===== config.mk =====
export PLATFORM = sky130hd
export DESIGN_NAME = best_fit_block_allocator_unit
export DESIGN_NICKNAME = d
export VERILOG_FILES = /design/src/design/bfba_pkg.sv /design/src/design/bfba_ram.sv /design/src/design/best_fit_block_allocator_unit.sv
export SDC_FILE = /design/constraint.sdc
export NUM_CORES = 2
export LEC_CHECK = 0
export ABC_AREA = 1
export BUFFER_PORTS_ARGS = -buffer_cell sky130_fd_sc_hd__buf_2
export CORE_MARGIN = 1.5
export CORE_UTILIZATION = 55
export DETAILED_ROUTE_END_ITERATION = 7
export GPL_TIMING_DRIVEN = 0
export PLACE_DENSITY_LB_ADDON = 0.3
export SYNTH_ARGS = -nofsm -noshare
export SYNTH_HDL_FRONTEND = slang
export SYNTH_HIERARCHICAL = 1
export SYNTH_SLANG_ARGS = --single-unit

===== constraint.sdc =====
create_clock -name clk_i -period 11.5 [get_ports clk_i]
set_clock_uncertainty 0.1 [all_clocks]
set_input_delay 0.575 -clock clk_i [delete_from_list [all_inputs] [get_ports clk_i]]
set_output_delay 0.575 -clock clk_i [all_outputs]
set_load 0.005 [all_outputs]

===== src/design/bfba_pkg.sv =====
`timescale 1ns / 1ps
`default_nettype none

package bfba_pkg;

  // Fixed field widths
  localparam int SIZE_W     = 24;
  localparam int OUT_ADDR_W = 32;
  localparam int CFG_DATA_W = 32;
  localparam int CFG_IDX_W  = 2;

  // Configuration register indexes
  localparam logic [CFG_IDX_W-1:0] CFG_HEAP_BASE  = 2'd0;
  localparam logic [CFG_IDX_W-1:0] CFG_HEAP_LIMIT = 2'd1;

  // Reset values of the configuration registers
  localparam logic [CFG_DATA_W-1:0] HEAP_BASE_RST  = 32'h0000_0000;
  localparam logic [CFG_DATA_W-1:0] HEAP_LIMIT_RST = 32'hFFFF_FFFF;

  // Opcodes
  localparam logic OP_ALLOC = 1'b0;
  localparam logic OP_FREE  = 1'b1;

  // Result status codes
  typedef enum logic [2:0] {
    ST_OK   = 3'd0,
    ST_ZERO = 3'd1,
    ST_OOM  = 3'd2,
    ST_FULL = 3'd3,
    ST_NULL = 3'd4
  } status_e;

endpackage

`default_nettype wire


===== src/design/bfba_ram.sv =====
`timescale 1ns / 1ps
`default_nettype none

// Simple dual-port RAM: one write port, one read port, registered read data.
module bfba_ram #(
  parameter int WIDTH = 56,
  parameter int DEPTH = 16,
  localparam int AW   = (DEPTH > 1) ? $clog2(DEPTH) : 1
) (
  input  wire logic                 clk_i,
  input  wire logic                 we_i,
  input  wire logic [AW-1:0]        waddr_i,
  input  wire logic [WIDTH-1:0]     wdata_i,
  input  wire logic [AW-1:0]        raddr_i,
  output logic      [WIDTH-1:0]     rdata_o
);

  logic [WIDTH-1:0] mem_q [DEPTH];
  logic [WIDTH-1:0] rdata_q;

  // Write port
  always_ff @(posedge clk_i) begin
    if (we_i) begin
      mem_q[waddr_i] <= wdata_i;
    end
  end

  // Registered read port
  always_ff @(posedge clk_i) begin
    rdata_q <= mem_q[raddr_i];
  end

  assign rdata_o = rdata_q;

endmodule

`default_nettype wire


===== src/design/best_fit_block_allocator_unit.sv =====
`timescale 1ns / 1ps
`default_nettype none

// Channel  Handshake                      Payload
// -------  -----------------------------  ---------------------------------------------
// in       in_valid_i / in_ready_o        opcode_i, request_size_i, payload_address_i
// out      out_valid_o / out_ready_i      status_o, granted_address_o, granted_size_o,
//                                         reused_o
// cfg      cfg_valid_i / cfg_ready_o      cfg_index_i, cfg_data_i
//
// One beat in, one beat out.
// Alloc scans the free table in RAM one entry per cycle and bumps the break
// pointer when no entry fits or the table is empty. On reuse the entries above
// the taken one are moved down one per cycle through the RAM.
// Reset empties the table and loads the break pointer with heap_base.
// A result waits in the output register while the next beat is accepted;
// the engine stalls only when a new result finds that register still full.
module best_fit_block_allocator_unit #(
  parameter int FREE_ENTRIES = 16,
  parameter int HEADER_BYTES = 16,
  parameter int ADDR_BITS    = 32
) (
  input  wire logic                                  clk_i,
  input  wire logic                                  rst_ni,
  // request channel
  input  wire logic                                  in_valid_i,
  output logic                                       in_ready_o,
  input  wire logic                                  opcode_i,
  input  wire logic [bfba_pkg::SIZE_W-1:0]           request_size_i,
  input  wire logic [bfba_pkg::OUT_ADDR_W-1:0]       payload_address_i,
  // result channel
  output logic                                       out_valid_o,
  input  wire logic                                  out_ready_i,
  output logic      [2:0]                            status_o,
  output logic      [bfba_pkg::OUT_ADDR_W-1:0]       granted_address_o,
  output logic      [bfba_pkg::SIZE_W-1:0]           granted_size_o,
  output logic                                       reused_o,
  // configuration channel
  input  wire logic                                  cfg_valid_i,
  output logic                                       cfg_ready_o,
  input  wire logic [bfba_pkg::CFG_IDX_W-1:0]        cfg_index_i,
  input  wire logic [bfba_pkg::CFG_DATA_W-1:0]       cfg_data_i
);

  localparam int SW    = bfba_pkg::SIZE_W;
  localparam int OW    = bfba_pkg::OUT_ADDR_W;
  localparam int IDX_W = (FREE_ENTRIES > 1) ? $clog2(FREE_ENTRIES) : 1;
  localparam int CNT_W = $clog2(FREE_ENTRIES + 1);
  localparam int ENT_W = ADDR_BITS + SW;
  // wide enough for any address plus carry and for the 32-bit registers
  localparam int CW    = (ADDR_BITS + 1 > OW + 1) ? ADDR_BITS + 1 : OW + 1;

  typedef enum logic [6:0] {
    S_IDLE     = 7'b0000001,
    S_DISPATCH = 7'b0000010,
    S_SCAN     = 7'b0000100,
    S_PICK     = 7'b0001000,
    S_SHIFT    = 7'b0010000,
    S_BUMP     = 7'b0100000,
    S_DONE     = 7'b1000000
  } state_e;

  state_e state_q, state_d;

  // request
  logic                 op_q;
  logic [SW-1:0]        size_q;
  logic [OW-1:0]        paddr_q;

  // heap state
  logic [CNT_W-1:0]     count_q, count_d;
  logic [ADDR_BITS-1:0] bp_q;
  logic [OW-1:0]        limit_q;

  // scan and shift
  logic [IDX_W-1:0]     idx_q, idx_d;
  logic                 found_q, found_d;
  logic [IDX_W-1:0]     best_idx_q, best_idx_d;
  logic [SW-1:0]        best_size_q, best_size_d;
  logic [ADDR_BITS-1:0] best_addr_q, best_addr_d;

  // result staging and output register
  bfba_pkg::status_e    res_status_q, res_status_d;
  logic [OW-1:0]        res_addr_q, res_addr_d;
  logic [SW-1:0]        res_size_q, res_size_d;
  logic                 res_reused_q, res_reused_d;
  logic                 bp_load;

  logic                 out_valid_q, out_valid_d;
  bfba_pkg::status_e    out_status_q;
  logic [OW-1:0]        out_addr_q;
  logic [SW-1:0]        out_size_q;
  logic                 out_reused_q;
  logic                 out_load;

  // RAM ports
  logic                 ram_we;
  logic [IDX_W-1:0]     ram_waddr;
  logic [ENT_W-1:0]     ram_wdata;
  logic [IDX_W-1:0]     ram_raddr;
  logic [ENT_W-1:0]     ram_rdata;

  bfba_ram #(
    .WIDTH (ENT_W),
    .DEPTH (FREE_ENTRIES)
  ) u_table (
    .clk_i   (clk_i),
    .we_i    (ram_we),
    .waddr_i (ram_waddr),
    .wdata_i (ram_wdata),
    .raddr_i (ram_raddr),
    .rdata_o (ram_rdata)
  );

  // Entry fields of the read beat
  logic [SW-1:0]        rd_size;
  logic [ADDR_BITS-1:0] rd_addr;
  logic                 rd_better;

  assign rd_size   = ram_rdata[SW-1:0];
  assign rd_addr   = ram_rdata[ENT_W-1:SW];
  // ties keep the first one seen, the scan runs newest to oldest
  assign rd_better = (rd_size >= size_q) && (!found_q || (rd_size < best_size_q));

  // Index arithmetic, one bit of headroom
  logic [CNT_W:0]       cnt_ext;
  logic [CNT_W:0]       cnt_m1;
  logic [CNT_W:0]       idx_ext;
  logic [CNT_W:0]       idx_p1;
  logic [CNT_W:0]       idx_p2;
  logic [CNT_W:0]       best_p1;

  assign cnt_ext = (CNT_W + 1)'(count_q);
  assign cnt_m1  = cnt_ext - (CNT_W + 1)'(1);
  assign idx_ext = (CNT_W + 1)'(idx_q);
  assign idx_p1  = idx_ext + (CNT_W + 1)'(1);
  assign idx_p2  = idx_ext + (CNT_W + 1)'(2);
  assign best_p1 = (CNT_W + 1)'(best_idx_q) + (CNT_W + 1)'(1);

  // Address width conversions
  logic [CW-1:0]        paddr_ext;
  logic [CW-1:0]        cfg_ext;
  logic [CW-1:0]        best_addr_ext;
  logic [CW-1:0]        bump_sum;
  logic [CW-1:0]        grant_full;
  logic [CW-1:0]        grant_trunc;
  logic                 bump_oom;

  assign paddr_ext     = CW'(paddr_q);
  assign cfg_ext       = CW'(cfg_data_i);
  assign best_addr_ext = CW'(best_addr_q);

  // Break pointer growth: header plus payload, checked for wrap and limit
  assign bump_sum    = CW'(bp_q) + CW'(HEADER_BYTES) + CW'(size_q);
  assign bump_oom    = (|bump_sum[CW-1:ADDR_BITS]) || (bump_sum > CW'(limit_q));
  assign grant_full  = CW'(bp_q) + CW'(HEADER_BYTES);
  assign grant_trunc = CW'(grant_full[ADDR_BITS-1:0]);

  // Control
  always_comb begin
    state_d      = state_q;
    count_d      = count_q;
    idx_d        = idx_q;
    found_d      = found_q;
    best_idx_d   = best_idx_q;
    best_size_d  = best_size_q;
    best_addr_d  = best_addr_q;
    res_status_d = res_status_q;
    res_addr_d   = res_addr_q;
    res_size_d   = res_size_q;
    res_reused_d = res_reused_q;
    bp_load      = 1'b0;
    out_load     = 1'b0;
    ram_we       = 1'b0;
    ram_waddr    = idx_q;
    ram_wdata    = ram_rdata;
    ram_raddr    = idx_q;

    case (state_q)
      S_IDLE: begin
        if (in_valid_i) begin
          state_d = S_DISPATCH;
        end
      end

      S_DISPATCH: begin
        res_status_d = bfba_pkg::ST_OK;
        res_addr_d   = '0;
        res_size_d   = '0;
        res_reused_d = 1'b0;
        found_d      = 1'b0;
        if (op_q == bfba_pkg::OP_FREE) begin
          state_d = S_DONE;
          if (paddr_q == '0) begin
            res_status_d = bfba_pkg::ST_NULL;
          end else if (cnt_ext >= (CNT_W + 1)'(FREE_ENTRIES)) begin
            res_status_d = bfba_pkg::ST_FULL;
          end else begin
            // push at the tail
            ram_we    = 1'b1;
            ram_waddr = count_q[IDX_W-1:0];
            ram_wdata = {paddr_ext[ADDR_BITS-1:0], size_q};
            count_d   = count_q + CNT_W'(1);
          end
        end else if (size_q == '0) begin
          res_status_d = bfba_pkg::ST_ZERO;
          state_d      = S_DONE;
        end else if (count_q == '0) begin
          state_d = S_BUMP;
        end else begin
          // start the scan at the newest entry
          ram_raddr = cnt_m1[IDX_W-1:0];
          idx_d     = cnt_m1[IDX_W-1:0];
          state_d   = S_SCAN;
        end
      end

      S_SCAN: begin
        if (rd_better) begin
          found_d     = 1'b1;
          best_idx_d  = idx_q;
          best_size_d = rd_size;
          best_addr_d = rd_addr;
        end
        if (idx_q == '0) begin
          state_d = S_PICK;
        end else begin
          ram_raddr = idx_q - IDX_W'(1);
          idx_d     = idx_q - IDX_W'(1);
        end
      end

      S_PICK: begin
        if (found_q) begin
          res_status_d = bfba_pkg::ST_OK;
          res_addr_d   = best_addr_ext[OW-1:0];
          res_size_d   = best_size_q;
          res_reused_d = 1'b1;
          idx_d        = best_idx_q;
          if (best_p1 < cnt_ext) begin
            // close the gap: move later entries down one slot
            ram_raddr = best_p1[IDX_W-1:0];
            state_d   = S_SHIFT;
          end else begin
            count_d = count_q - CNT_W'(1);
            state_d = S_DONE;
          end
        end else begin
          state_d = S_BUMP;
        end
      end

      S_SHIFT: begin
        ram_we    = 1'b1;
        ram_waddr = idx_q;
        ram_wdata = ram_rdata;
        if (idx_p2 < cnt_ext) begin
          ram_raddr = idx_p2[IDX_W-1:0];
          idx_d     = idx_p1[IDX_W-1:0];
        end else begin
          count_d = count_q - CNT_W'(1);
          state_d = S_DONE;
        end
      end

      S_BUMP: begin
        state_d = S_DONE;
        if (bump_oom) begin
          res_status_d = bfba_pkg::ST_OOM;
        end else begin
          bp_load      = 1'b1;
          res_status_d = bfba_pkg::ST_OK;
          res_addr_d   = grant_trunc[OW-1:0];
          res_size_d   = size_q;
        end
      end

      S_DONE: begin
        if (!out_valid_q || out_ready_i) begin
          out_load = 1'b1;
          state_d  = S_IDLE;
        end
      end

      default: begin
        state_d = S_IDLE;
      end
    endcase
  end

  assign in_ready_o  = (state_q == S_IDLE);
  assign cfg_ready_o = 1'b1;

  // Output register valid
  always_comb begin
    out_valid_d = out_valid_q && !out_ready_i;
    if (out_load) begin
      out_valid_d = 1'b1;
    end
  end

  // Control state
  always_ff @(posedge clk_i or negedge rst_ni) begin
    if (!rst_ni) begin
      state_q     <= S_IDLE;
      count_q     <= '0;
      out_valid_q <= 1'b0;
      found_q     <= 1'b0;
    end else begin
      state_q     <= state_d;
      count_q     <= count_d;
      out_valid_q <= out_valid_d;
      found_q     <= found_d;
    end
  end

  // Configuration registers and break pointer
  always_ff @(posedge clk_i or negedge rst_ni) begin
    if (!rst_ni) begin
      limit_q <= bfba_pkg::HEAP_LIMIT_RST;
      bp_q    <= ADDR_BITS'(bfba_pkg::HEAP_BASE_RST);
    end else begin
      if (cfg_valid_i && (cfg_index_i == bfba_pkg::CFG_HEAP_BASE)) begin
        bp_q <= cfg_ext[ADDR_BITS-1:0];
      end else if (bp_load) begin
        bp_q <= bump_sum[ADDR_BITS-1:0];
      end
      if (cfg_valid_i && (cfg_index_i == bfba_pkg::CFG_HEAP_LIMIT)) begin
        limit_q <= cfg_data_i;
      end
    end
  end

  // Datapath registers
  always_ff @(posedge clk_i) begin
    if (in_valid_i && in_ready_o) begin
      op_q    <= opcode_i;
      size_q  <= request_size_i;
      paddr_q <= payload_address_i;
    end
    idx_q        <= idx_d;
    best_idx_q   <= best_idx_d;
    best_size_q  <= best_size_d;
    best_addr_q  <= best_addr_d;
    res_status_q <= res_status_d;
    res_addr_q   <= res_addr_d;
    res_size_q   <= res_size_d;
    res_reused_q <= res_reused_d;
    if (out_load) begin
      out_status_q <= res_status_q;
      out_addr_q   <= res_addr_q;
      out_size_q   <= res_size_q;
      out_reused_q <= res_reused_q;
    end
  end

  assign out_valid_o       = out_valid_q;
  assign status_o          = out_status_q;
  assign granted_address_o = out_addr_q;
  assign granted_size_o    = out_size_q;
  assign reused_o          = out_reused_q;

endmodule

`default_nettype wire


[After elaboration in Yosys (flattened, before gate mapping)]
Memory sizes are Yosys's and may differ from the RTL's. A register that Yosys moved wholly into a read port is not among the register bits.
Index checks and enable logic that the tools add are counted.
Storage, ports and cells
  register bits after elaboration: 319
  latch bits: 0
  memory bits (writable): 896
  ROM bits: 0
  input port bits: 96
  memories: 1
Memory list
  u_table.mem_q: words 16, bits a word 56, read ports 1, clocked after memory_dff 1, wr ports 1, RTL line bfba_ram.sv:18  | logic [WIDTH-1:0] mem_q [DEPTH];
Cells by class
  add/subtract/negate cells: 9
  $mul: 0
  divide/modulo/power cells: 0
  order comparisons: 6
  eq/ne operators: 20
  shifts and indexed selects: 0
  multiplexer cells: 66
  bitwise operators: 0
  reduce and logical (&&, ||, !) cells: 30
Operators with widths (count)
  $mux W56: 4
  $mux W32: 4
  $pmux W32 S3: 1
  $pmux W24 S3: 1
  $mux W7: 8
  $mux W4: 13
  $pmux W7 S7: 1
  $mux W24: 2
  $add A32 B5 Y33 const B: 1
  $add A33 B24 Y33: 1
  $gt A33 B32 Y1: 1
  $logic_not A32 Y1: 1
  $pmux W4 S4: 2
  $mux W5: 6
  $ge A24 B24 Y1: 1
  $logic_not A24 Y1: 1
  $lt A24 B24 Y1: 1
  $ne A2 B2 Y1 const B: 12
  $pmux W5 S3: 1
  $mux W1: 13
  $lt A5 B5 Y1: 2
  $mux W3: 3
  $pmux W3 S3: 1
  $reduce_and A2 Y1: 4
  30 further kinds: 46

[Logic depth before layout (Yosys ltp)]
  word-level depth: 8
  depth in mapped cells: 38
  mapped depth without buffers: 37

[By module]
Netlist, hierarchy kept.
Modules (own cells, without submodules)
  bfba_ram: times used 1, cells an instance 3690, area an instance 39726.9 um2, seq. area each 28026.9 um2
  best_fit_block_allocator_unit: times used 1, cells an instance 1823, area an instance 17402.9 um2, seq. area each 9230.1 um2

[Worst setup path after synthesis]
Ideal clock, no wire load.
  path kind: reg-to-reg
  start: register bp_q[4]
  end: register res_addr_q[0] (enable)
  library setup time: 0.555 ns
  arrival time: 7.823 ns
  data required time: 10.845 ns
  setup slack: 3.022 ns
  stages on the path, launching flop included: 35
  cells stage by stage: dfrtp_1 ha_1 nand2_1 nor2_4 nand2_4 nor2_1 xor2_1 ha_1 a21oi_1 o21a_1 o21ai_0 a21oi_1 nor2_1 nor2_1 inv_1 or2_2 and2_1 ha_1 nand2_1 inv_1 nand2_1 nand2_1 nand2_1 nand2_1 a21oi_1 nand2_1 nand2_1 nand2_1 nand2_1 nand2_1 nand2_1 nand2_1 nand2_1 nand2_1 a21boi_0
Between the ends
  longest elaborated chain between the ends: 6
Ends and longest elaborated chain
  from (decl): RTL line best_fit_block_allocator_unit.sv:72  | logic [ADDR_BITS-1:0] bp_q;
  from (signal assigned): RTL line best_fit_block_allocator_unit.sv:321  | bp_q <= ADDR_BITS'(bfba_pkg::HEAP_BASE_RST);
  from (signal assigned): RTL line best_fit_block_allocator_unit.sv:324  | bp_q <= cfg_ext[ADDR_BITS-1:0];
  from (signal assigned): RTL line best_fit_block_allocator_unit.sv:326  | bp_q <= bump_sum[ADDR_BITS-1:0];
  $add A32 B5 Y33 (*)
  $add A33 B24 Y33 (*): RTL line best_fit_block_allocator_unit.sv:154  | assign bump_sum = CW'(bp_q) + CW'(HEADER_BYTES) + CW'(size_q);
  $gt A33 B32 Y1: RTL line best_fit_block_allocator_unit.sv:155  | assign bump_oom = (|bump_sum[CW-1:ADDR_BITS]) || (bump_sum > CW'(limit_q));
  $logic_or A1 B1 Y1 (*): RTL line best_fit_block_allocator_unit.sv:155
  $ne A2 B2 Y1 (no line) (*)
  $reduce_and A3 Y1 (no line) (*)
  to (signal assigned): RTL line best_fit_block_allocator_unit.sv:346  | res_addr_q <= res_addr_d;
  to (decl): RTL line best_fit_block_allocator_unit.sv:84  | logic [OW-1:0] res_addr_q, res_addr_d;
Every way passes the cells marked *; elsewhere a longest branch is shown, timed or not.
A chain may end at the register's enable or synchronous reset.

[Worst setup path after layout]
  start: register bp_q[4]
  end: register res_size_q[22] (enable)
Between the ends
  longest elaborated chain between the ends: 6
Ends and longest elaborated chain
  $add A32 B5 Y33 (*)
  $add A33 B24 Y33 (*): RTL line best_fit_block_allocator_unit.sv:154
  $gt A33 B32 Y1: RTL line best_fit_block_allocator_unit.sv:155
  $logic_or A1 B1 Y1 (*): RTL line best_fit_block_allocator_unit.sv:155
  $ne A2 B2 Y1 (no line) (*)
  $reduce_and A3 Y1 (no line) (*)
  to (signal assigned): RTL line best_fit_block_allocator_unit.sv:347  | res_size_q <= res_size_d;
  to (decl): RTL line best_fit_block_allocator_unit.sv:85  | logic [SW-1:0] res_size_q, res_size_d;
Marked as above.

==> impl_results.md <==
* Status: finished with violations
* Failing checks: DRC
* Setup Viol. Count Final at 0
* GRT Residual Overflow at 0
* Slew @ Worst Pin at roughly 1.5 ns
* # port buffers at 157
* VDD IR-drop max at 0.0001851 V
* DP HPWL at about 120000 microns
* Clk root buf: clkbuf_16
* Post-synth top flop: edfxtp_1
* Drt total wl at ~170000 microns
* Max-slew violation count at 0
* Critical-path top delay cell: a21boi_4
* RSZ-0062 raised after global routing: false
* Pre-CTS setup slack at roughly 5 ns
* Via Count at around 42000
* Instance count of the mapped netlist at 5513
* TritonCTS buffer count at ~130
* CP Launch Type: register
* Number of I/O pins at about 160
* Register bit total from synthesis at approximately 1300
* CP arrival at about 7.1 ns
* Syn_nets at roughly 5700
* DIE AREA at 105800 sq um
* Worst EP required at approximately 12 ns
* Placement row count at ~120
* Setup Fix Bufs, Post-CTS at 0
* Core area at 103200 sq um
* Final instance count without filler cells at between 7000 and 8000
* Die height at about 330 microns
* Layout area overhead at 15.58%
* Pin count of the biggest net entering global routing at 55
* Post-synth EDFFs at 1137
* Placed cell count at around 7000
* Top cell type's share of synthesized area at 0.5976
* Vias in the first global route at about 40000
* Hold Fails Final Rpt at 0
* Synth top area cells: edfxtp_1 (60%), nand2_1 (11%), nand3_1 (6.7%)
* Layout Nets at just over 6000
* Worst hold path type: input pin to register
* Register area share after synthesis at 0.6521
* Initial antenna violation count at 3
* First-pass iteration count of the detailed router at 8
* Drt wl/cell at between 20 and 25 microns
* Netlist Area Pre-Place at 57130 sq um
* Headroom to the max-slew limit at 0.01361
* Routed vias/inst at approximately 5.7
* Synth unique cells at 58
* DRT antenna net count at 0
* WS Path Type: register to register
* Initial Utilization at 0.5536
* Routability Congestion at about 0.96
* Worst Setup End Kind: register
* Fillers at about 7600
* Most used cell, CP: nand2_1
* PD cells at between 200 and 300 nW/um^2
* CTS clock-pin slew for the worst setup and hold paths at 0.06 ns
* Final Cycle Share at 0.5896
* First-pass GRT wire length at around 250000 microns
* DRC Markers at 2
* Post-synth top area cell: edfxtp_1
* Lkg Pwr at about 0.029 uW
* CTS tree: yes
* PostCTS Resize Cnt at 0
* Most instantiated cells after synthesis: nand2_1 (1601), edfxtp_1 (1137), inv_1 (916)
* Die Width at between 300 and 400 microns
* Max clock buf depth at 3
* Crit-path max cell delay at roughly 0.61 ns
* Crit path max fanout at 27
* H-tree Lvls at 4
* Mean Syn Cell Area at approximately 10 sq um
* Clock Latency Late Sink at between 0.7 and 0.8 ns
* Max Cap Violations at 0
* Async set-reset flop share out of synthesis at 0.06137
* Clk sink count at between 1000 and 1500
* Fmax at 0.1475 GHz
* Min cycle time layout at a little under 7 ns
* Share of cells above drive strength 1 at 0.1097
* YS warnings at 6
* Worst Setup Slack, final at between 4 and 5 ns
* First DRT Iteration DRCs at about 5200
* GRT Resource Usage Total at 0.3186
* Top-count cell post-synth: nand2_1
## worst max-delay path, delay by kind of cell, from the launching register on
family | cells | cell delay [ns]
fa+ha+maj | 2 | 0.63
compound gates | 2 | 1.07
simple gates | 19 | 3.42
flops | 1 | 0.45
buf+inv | 6 | 0.75
## timing repair
item	in CTS	in global routing
setup endpoints to repair	0	0
hold buffers	81	0
endpoints found under the hold margin	104	0
## power breakdown
| group | switching [uW] | internal, uW | total [uW] |
|---|---|---|---|
| Combinational | 5740 | 2310 | 8050 |
| Sequential | 359 | 6140 | 6500 |
| Clock | 1760 | 2470 | 4230 |
| Total | 7860 | 10900 | 18800 |
## cells in the final DEF (no fill, tap or decap), types with 44 or more instances in the layout
master / instances
buf_6: 65
dlygate4sd3_1: 81
o21ai_1: 44
clkbuf_16: 135
buf_2: 235
a21oi_1: 78
ha_1: 128
edfxtp_1: 1137
dfxtp_1: 56
nand2_1: 1601
o21ai_0: 107
buf_4: 49
nand3_1: 761
dfrtp_1: 45
nor2_1: 102
clkbuf_1: 98
inv_1: 916
## registers in the layout, summed over array words and instances, names as in the netlist
signal             flops
size_q                24
limit_q               32
idx_q                  4
count_q                5
res_reused_q           1
u_table/mem_q        896
res_status_q           3
u_table/rdata_o       56
best_idx_q             4
state_q                7
found_q                1
op_q                   1
res_size_q            24
out_valid_o            1
reused_o               1
granted_address_o     32
paddr_q               32
status_o               3
granted_size_o        24
bp_q                  32
best_size_q           24
best_addr_q           32
res_addr_q            32
## metrics by stage
stage | total power [uW] | hold WS, ns | TNS [ns] | util | cell area (sq um)
6_report | 18790 | 0.02837 | 0 | 0.6398 | 66030
3_5_place_dp | 14320 | 0.3045 | 0 | 0.5905 | 60940
3_3_place_gp | 14020 | 0.3012 | -56.04 | 0.5779 | 59640
4_1_cts | 18570 | 0.0002934 | 0 | 0.6398 | 66030
5_1_grt | 19540 | 0.03815 | 0 | 0.6398 | 66030
2_1_floorplan | 11200 | 0.1794 | 0 | - | 57130
## routing by layer
| metal | part of all wire | track usage | wire length, microns | vias to the layer above |
|---|---|---|---|---|
| met5 | 0.000088 | 0 | 15 | - |
| met4 | 0.058 | 0.1797 | 9953 | 2 |
| met3 | 0.11 | 0.06226 | 18910 | 544 |
| met2 | 0.46 | 0.5121 | 79180 | 2567 |
| met1 | 0.37 | 0.4066 | 62870 | 19910 |
| li1 | - | - | - | 19050 |
## cells by family after synthesis
family / Yosys count / synth area share
adder cells (fa/ha/maj): 130 / 0.02873
multiplexers: 9 / 0.001774
AO/OA/AOI/OAI: 315 / 0.03127
buffers and inverters: 1157 / 0.08677
XOR/XNOR: 53 / 0.008257
other: 1 / 0.00006564
AND/OR/NAND/NOR: 2577 / 0.1910
flip-flops: 1271 / 0.6521
## final cells by class
| cell class | instances | area [sq um] | share of cell area |
|---|---|---|---|
| tap | 1380 | 1727 | 0.02615 |
| inverter | 923 | 3472 | 0.05258 |
| clock inverter | 53 | 590.6 | 0.008943 |
| antenna | 2 | 5.005 | 0.00007579 |
| timing repair buffer | 310 | 2734 | 0.04140 |
| buffer | 234 | 1485 | 0.02249 |
| clock buffer | 185 | 3686 | 0.05582 |
| multi-input combinational | 3085 | 15080 | 0.2283 |
| sequential | 1271 | 37260 | 0.5642 |
## worst paths after layout
check / startpoint / to / slack [ns] / depth (start not counted)
max reg2reg: bp_q[4] / res_size_q[22] / 4.72 / 29
max in group asynchronous: rst_ni / state_q[0] / 10.42 / 3
min in group asynchronous: rst_ni / bp_q[9] / 0.20 / 2
max: bp_q[4] / res_size_q[22] / 4.72 / 29
min: cfg_data_i[19] / limit_q[19] / 0.03 / 3
min reg2reg: res_size_q[8] / granted_size_o[8] / 0.31 / 0
No activity file was read; power rests on OpenSTA's default activity.
